`src/sv/whole_word_keyword_counter_defines.svh`:
```
// assertion macros for the keyword counter module
`ifndef WHOLE_WORD_KEYWORD_COUNTER_DEFINES_SVH
`define WHOLE_WORD_KEYWORD_COUNTER_DEFINES_SVH

// clocked assertion, disabled while reset is low
`define WWKC_ASSERT(label, prop, msg) \
  label: assert property (@(posedge clk_i) disable iff (!rst_ni) prop) else $error(msg);

// condition that must never be seen at a clock edge
`define WWKC_ASSERT_NEVER(label, cond, msg) \
  `WWKC_ASSERT(label, !(cond), msg)

`endif

```
`src/sv/wwkc_ram.sv`:
```
// generic simple dual port ram with registered read
module wwkc_ram #(
  parameter int unsigned WIDTH = 8,
  parameter int unsigned DEPTH = 32,
  localparam int unsigned AW = (DEPTH > 1) ? $clog2(DEPTH) : 1
) (
  input  logic             clk_i,
  input  logic             we_i,
  input  logic [AW-1:0]    waddr_i,
  input  logic [WIDTH-1:0] wdata_i,
  input  logic [AW-1:0]    raddr_i,
  output logic [WIDTH-1:0] rdata_o
);

  logic [WIDTH-1:0] mem_q [DEPTH];
  logic [WIDTH-1:0] rdata_q;

  // write port
  always_ff @(posedge clk_i) begin
    if (we_i) begin
      mem_q[waddr_i] <= wdata_i;
    end
  end

  // registered read port
  always_ff @(posedge clk_i) begin
    rdata_q <= mem_q[raddr_i];
  end

  assign rdata_o = rdata_q;

endmodule

```
`config.mk`:
```
export PLATFORM = sky130hd
export DESIGN_NAME = wwkc_ram
export DESIGN_NICKNAME = d
export VERILOG_FILES = /design/src/sv/whole_word_keyword_counter_defines.svh /design/src/sv/wwkc_ram.sv
export SDC_FILE = /design/constraint.sdc
export NUM_CORES = 1
export LEC_CHECK = 0
export ABC_AREA = 1
export BUFFER_PORTS_ARGS = -buffer_cell sky130_fd_sc_hd__buf_2
export CAP_MARGIN = 15
export CORE_MARGIN = 4
export CORE_UTILIZATION = 45
export CTS_BUF_LIST = sky130_fd_sc_hd__clkbuf_4 sky130_fd_sc_hd__clkbuf_8
export DETAILED_ROUTE_END_ITERATION = 6
export GPL_TIMING_DRIVEN = 1
export PLACE_DENSITY_LB_ADDON = 0.05
export SLEW_MARGIN = 10
export SYNTH_ARGS = -nofsm -noshare
export SYNTH_HDL_FRONTEND = slang
export SYNTH_SLANG_ARGS = --single-unit
```
`constraint.sdc`:
```
create_clock -name clk_i -period 1.5 [get_ports clk_i]
set_input_delay 0 -clock clk_i [delete_from_list [all_inputs] [get_ports clk_i]]
set_output_delay 0 -clock clk_i [all_outputs]
set_load 0.02 [all_outputs]
```
==> results.yml <==
cts:
  cts_buffer_depth: 3
  clock_tree.htree_level_count: 2
  clk_pin_slew_worst_paths_ns: 0.06
  clock_sinks: 264
  clock_insertion_delay_at_the_later_pin_of_the_skew_report_ns: 0.54
  cts_setup_buffers: 0
  cts_root_buffer: "clkbuf_8"
  number_of_buffers_inserted_during_clock_tree_synthesis: 45
  tritoncts: "done"
power:
  switchingPower_mw: 3.56
  ir_drop_mv: 0.663
  combinational_group_share_of_total_power_pct: 7.0
  seqPwrFrac_pct: 52.9
  power_per_cell_area_mw_per_mm2: 1250
  power_frac_clock_pct: 40.1
  power.share.switching_pct: 22.9
  p_total_mw: 15.6
  power_leakage_nw: 4.75
  power.internal_mw: 12.0
setup_path:
  timing.setup.critical_path_class: "in2reg"
  setup.worst_path.start: "waddr_i[0]"
  crit_fanout: 7
  ff2ff_setup_slack_ns: 0.33
  reg2regPathDepth: 8
  r2r_end: "rdata_o[3]"
  path_depth: 6
  worst_setup_path_end_kind: "flip-flop"
  critical_path_end: "mem_q[9][2]"
  worstPathBufferInverterCount: 4
  critical_path.startpoint_type: "input pin"
  timing.critical_path.slowest_cell_delay_ns: 0.58
  regToRegStartpoint: "mem_q[5][3]"
  critical-path-top-delay-family: "buffers and inverters"
  worst-endpoint-required_ns: 1.75
  critPathArrivalTime_ns: 1.66
  slowest_cell_on_crit_path: "dlygate4sd3_1"
  timing.critical_path.cells: "dlygate4sd3_1 -> buf_2 -> nand3_2 -> dlygate4sd3_1 -> nor2_2 -> buf_6"
  critical-path-top-cell-by-count: "dlygate4sd3_1"
global_route:
  grt_overflow: 0
  grt_use_total_pct: 20.6
  grt_pass1_vias: 6974
  antenna_found_initial: 1
  grt_start_max_net_pins: 65
  grt_pass1_wl_mm: 41.3
yosys:
  postSynth.topFlopCell: "edfxtp_1"
  synth.cell_area_sq_mm: 0.0108
  share_of_the_synthesized_area_in_the_top_cell_type_pct: 71.3
  yosys.area.top_type: "edfxtp_1"
  seq_area_frac_synth_pct: 72.8
  post-synth-top-count-cell: "nand2_1"
  synth_top_cells_by_area: "edfxtp_1, nand2_1, nand3_1"
  count_of_flip_flops_with_a_built_in_enable_after_synthesis: 256
  syn-num-nets: 942
  ys_seq_elements: 264
  synth.avg_cell_area_sq_um: 11.7
  synthDistinctLibCells: 12
  asyncSetResetFlopFracSynth_pct: 0
  ys.warnings.count: 0
  synth.top_cells.by_count: "nand2_1, edfxtp_1, nand3_1, nor2_1, buf_6"
  netlist_instances: 922
floorplanning:
  dieWidth_um: 163
  ioPinCount: 28
  design.core.area_sq_mm: 0.0235
  fp.dieArea_sq_mm: 0.0265
  placement_rows: 56
  die-height_um: 163
  initial_core_util_pct: 45.8
timing:
  slew_headroom_pct: 65.9
  timing.final.crit_period_ns: 1.41
  timing_worst_slew_pin_value_ns: 0.511
  timing.clock.skew_ns: 0.0113
  finalSetupViolCount: 0
  setup_repair_after_global_routing_missed_its_margin: "no"
  timing.final.hold_violations: 0
  drv_slew: 0
  setup-tns-final_ns: 0
  min_period_over_period_pct: 94.0
  maxClockFrequency_mhz: 709
drt:
  average_wire_length_per_cell_after_detail_routing_um: 19.5
  drt_pre_antenna_iters: 5
  detail_route.vias_per_cell: 5.16
  postRouteWirelength_mm: 26.7
  antenna_left: 0
  detailedRoute.firstIterationViolations: 552
  via_count: 7075
  detail_route.drc_violations: 0
status:
  status: "finished, final reports clean"
cells_and_area:
  drive_gt1_share_pct: 15.4
  num_antenna_cells: 0
  final_cells: 1370
  finalNetCount: 1034
  synthToLayoutAreaGrowth_pct: 15.9
place:
  port_buffers: 27
  placed_cells: 1274
  finalWeightedCongestion: 0.823
  dp.final_hpwl_mm: 16.7
min_path:
  min-delay-path-class: "in2reg"
job:
  timing.max_cap.violations: 0
cell type report:
| type | instances | area, sq um |
|---|---|---|
| Clock inverter | 21 | 119 |
| Fill cell | 2151 | 11000 |
| Sequential cell | 264 | 7850 |
| Inverter | 10 | 38.8 |
| Clock buffer | 63 | 767 |
| Multi-Input combinational cell | 596 | 2500 |
| Tap cell | 319 | 399 |
| Timing Repair Buffer | 97 | 835 |
metrics by stage:
step                      hold slack (ns)  cell area (sq um)  setup WS [ns]  utilization [%]
final                              0.0427              12500         0.0904             53.1
after global routing               0.0300              12500         0.0166             53.1
after CTS                          0.0193              12500         0.0573             53.1
after detailed placement            0.358              11500         0.0154             48.8
after global placement              0.346              11500         0.0411             48.8
after floorplan                    0.0989              10800          0.466                -
power by group through the flow:
stage                     Combinational [mW]  Sequential [mW]  Clock [mW]
final                                   1.09             8.24        6.25
after global routing                    1.21             8.24        6.79
after CTS                               1.11             8.24        6.43
after detailed placement                1.08             8.39           0
after global placement                  1.07             8.39           0
after floorplan                        0.591             8.41           0
what timing repair did:
action                     in CTS  in global routing
hold buffers                   12                  0
gates resized for setup         0                  3
setup endpoints to repair       0                  7
hold endpoints to repair      141                  0
placed cells by master, fill, tap and decap left out:
master,instances
buf_6,1
inv_2,1
clkinv_2,9
clkinv_1,11
edfxtp_1,256
buf_2,26
clkbuf_8,47
bufinv_16,1
dfxtp_1,8
nor2_1,31
clkbuf_4,16
clkinvlp_4,1
nand3_1,203
dlygate4sd3_1,12
inv_1,8
nand2_1,360
buf_12,11
buf_4,47
nand3_2,1
nor2_2,1
cells by family (layout without fill, tap and decap cells):
| logic type | count (synthesis) | in the layout | synth area share [%] |
|---|---|---|---|
| simple gates | 596 | 596 | 23.1 |
| flops | 264 | 264 | 72.8 |
| buf+inv | 62 | 191 | 4.14 |
state kept, by name, indices dropped and copies added (netlist names):
signal,cells
mem_q,256
rdata_o,8
routing by layer:
layer	track usage, %	part of all wire [%]	vias to the layer above
met5	0	0.049	-
met4	5.22	1.7	2
met3	3.72	5.8	42
met2	32.5	47	204
met1	29.8	45	3433
li1	-	-	3394
worst min-delay path by stage:
stage	startpoint	endpoint	slack (ns)	depth (start not counted)
3_3_place_gp	raddr_i[4]	rdata_o[3]	0.35	3
6_report	wdata_i[3]	mem_q[13][3]	0.04	2
4_1_cts	waddr_i[4]	mem_q[9][7]	0.02	4
5_1_grt	wdata_i[3]	mem_q[13][3]	0.03	2
3_5_place_dp	raddr_i[4]	rdata_o[6]	0.36	3
2_1_floorplan	wdata_i[0]	mem_q[0][0]	0.1	0
(Power assumes the default switching activity.)
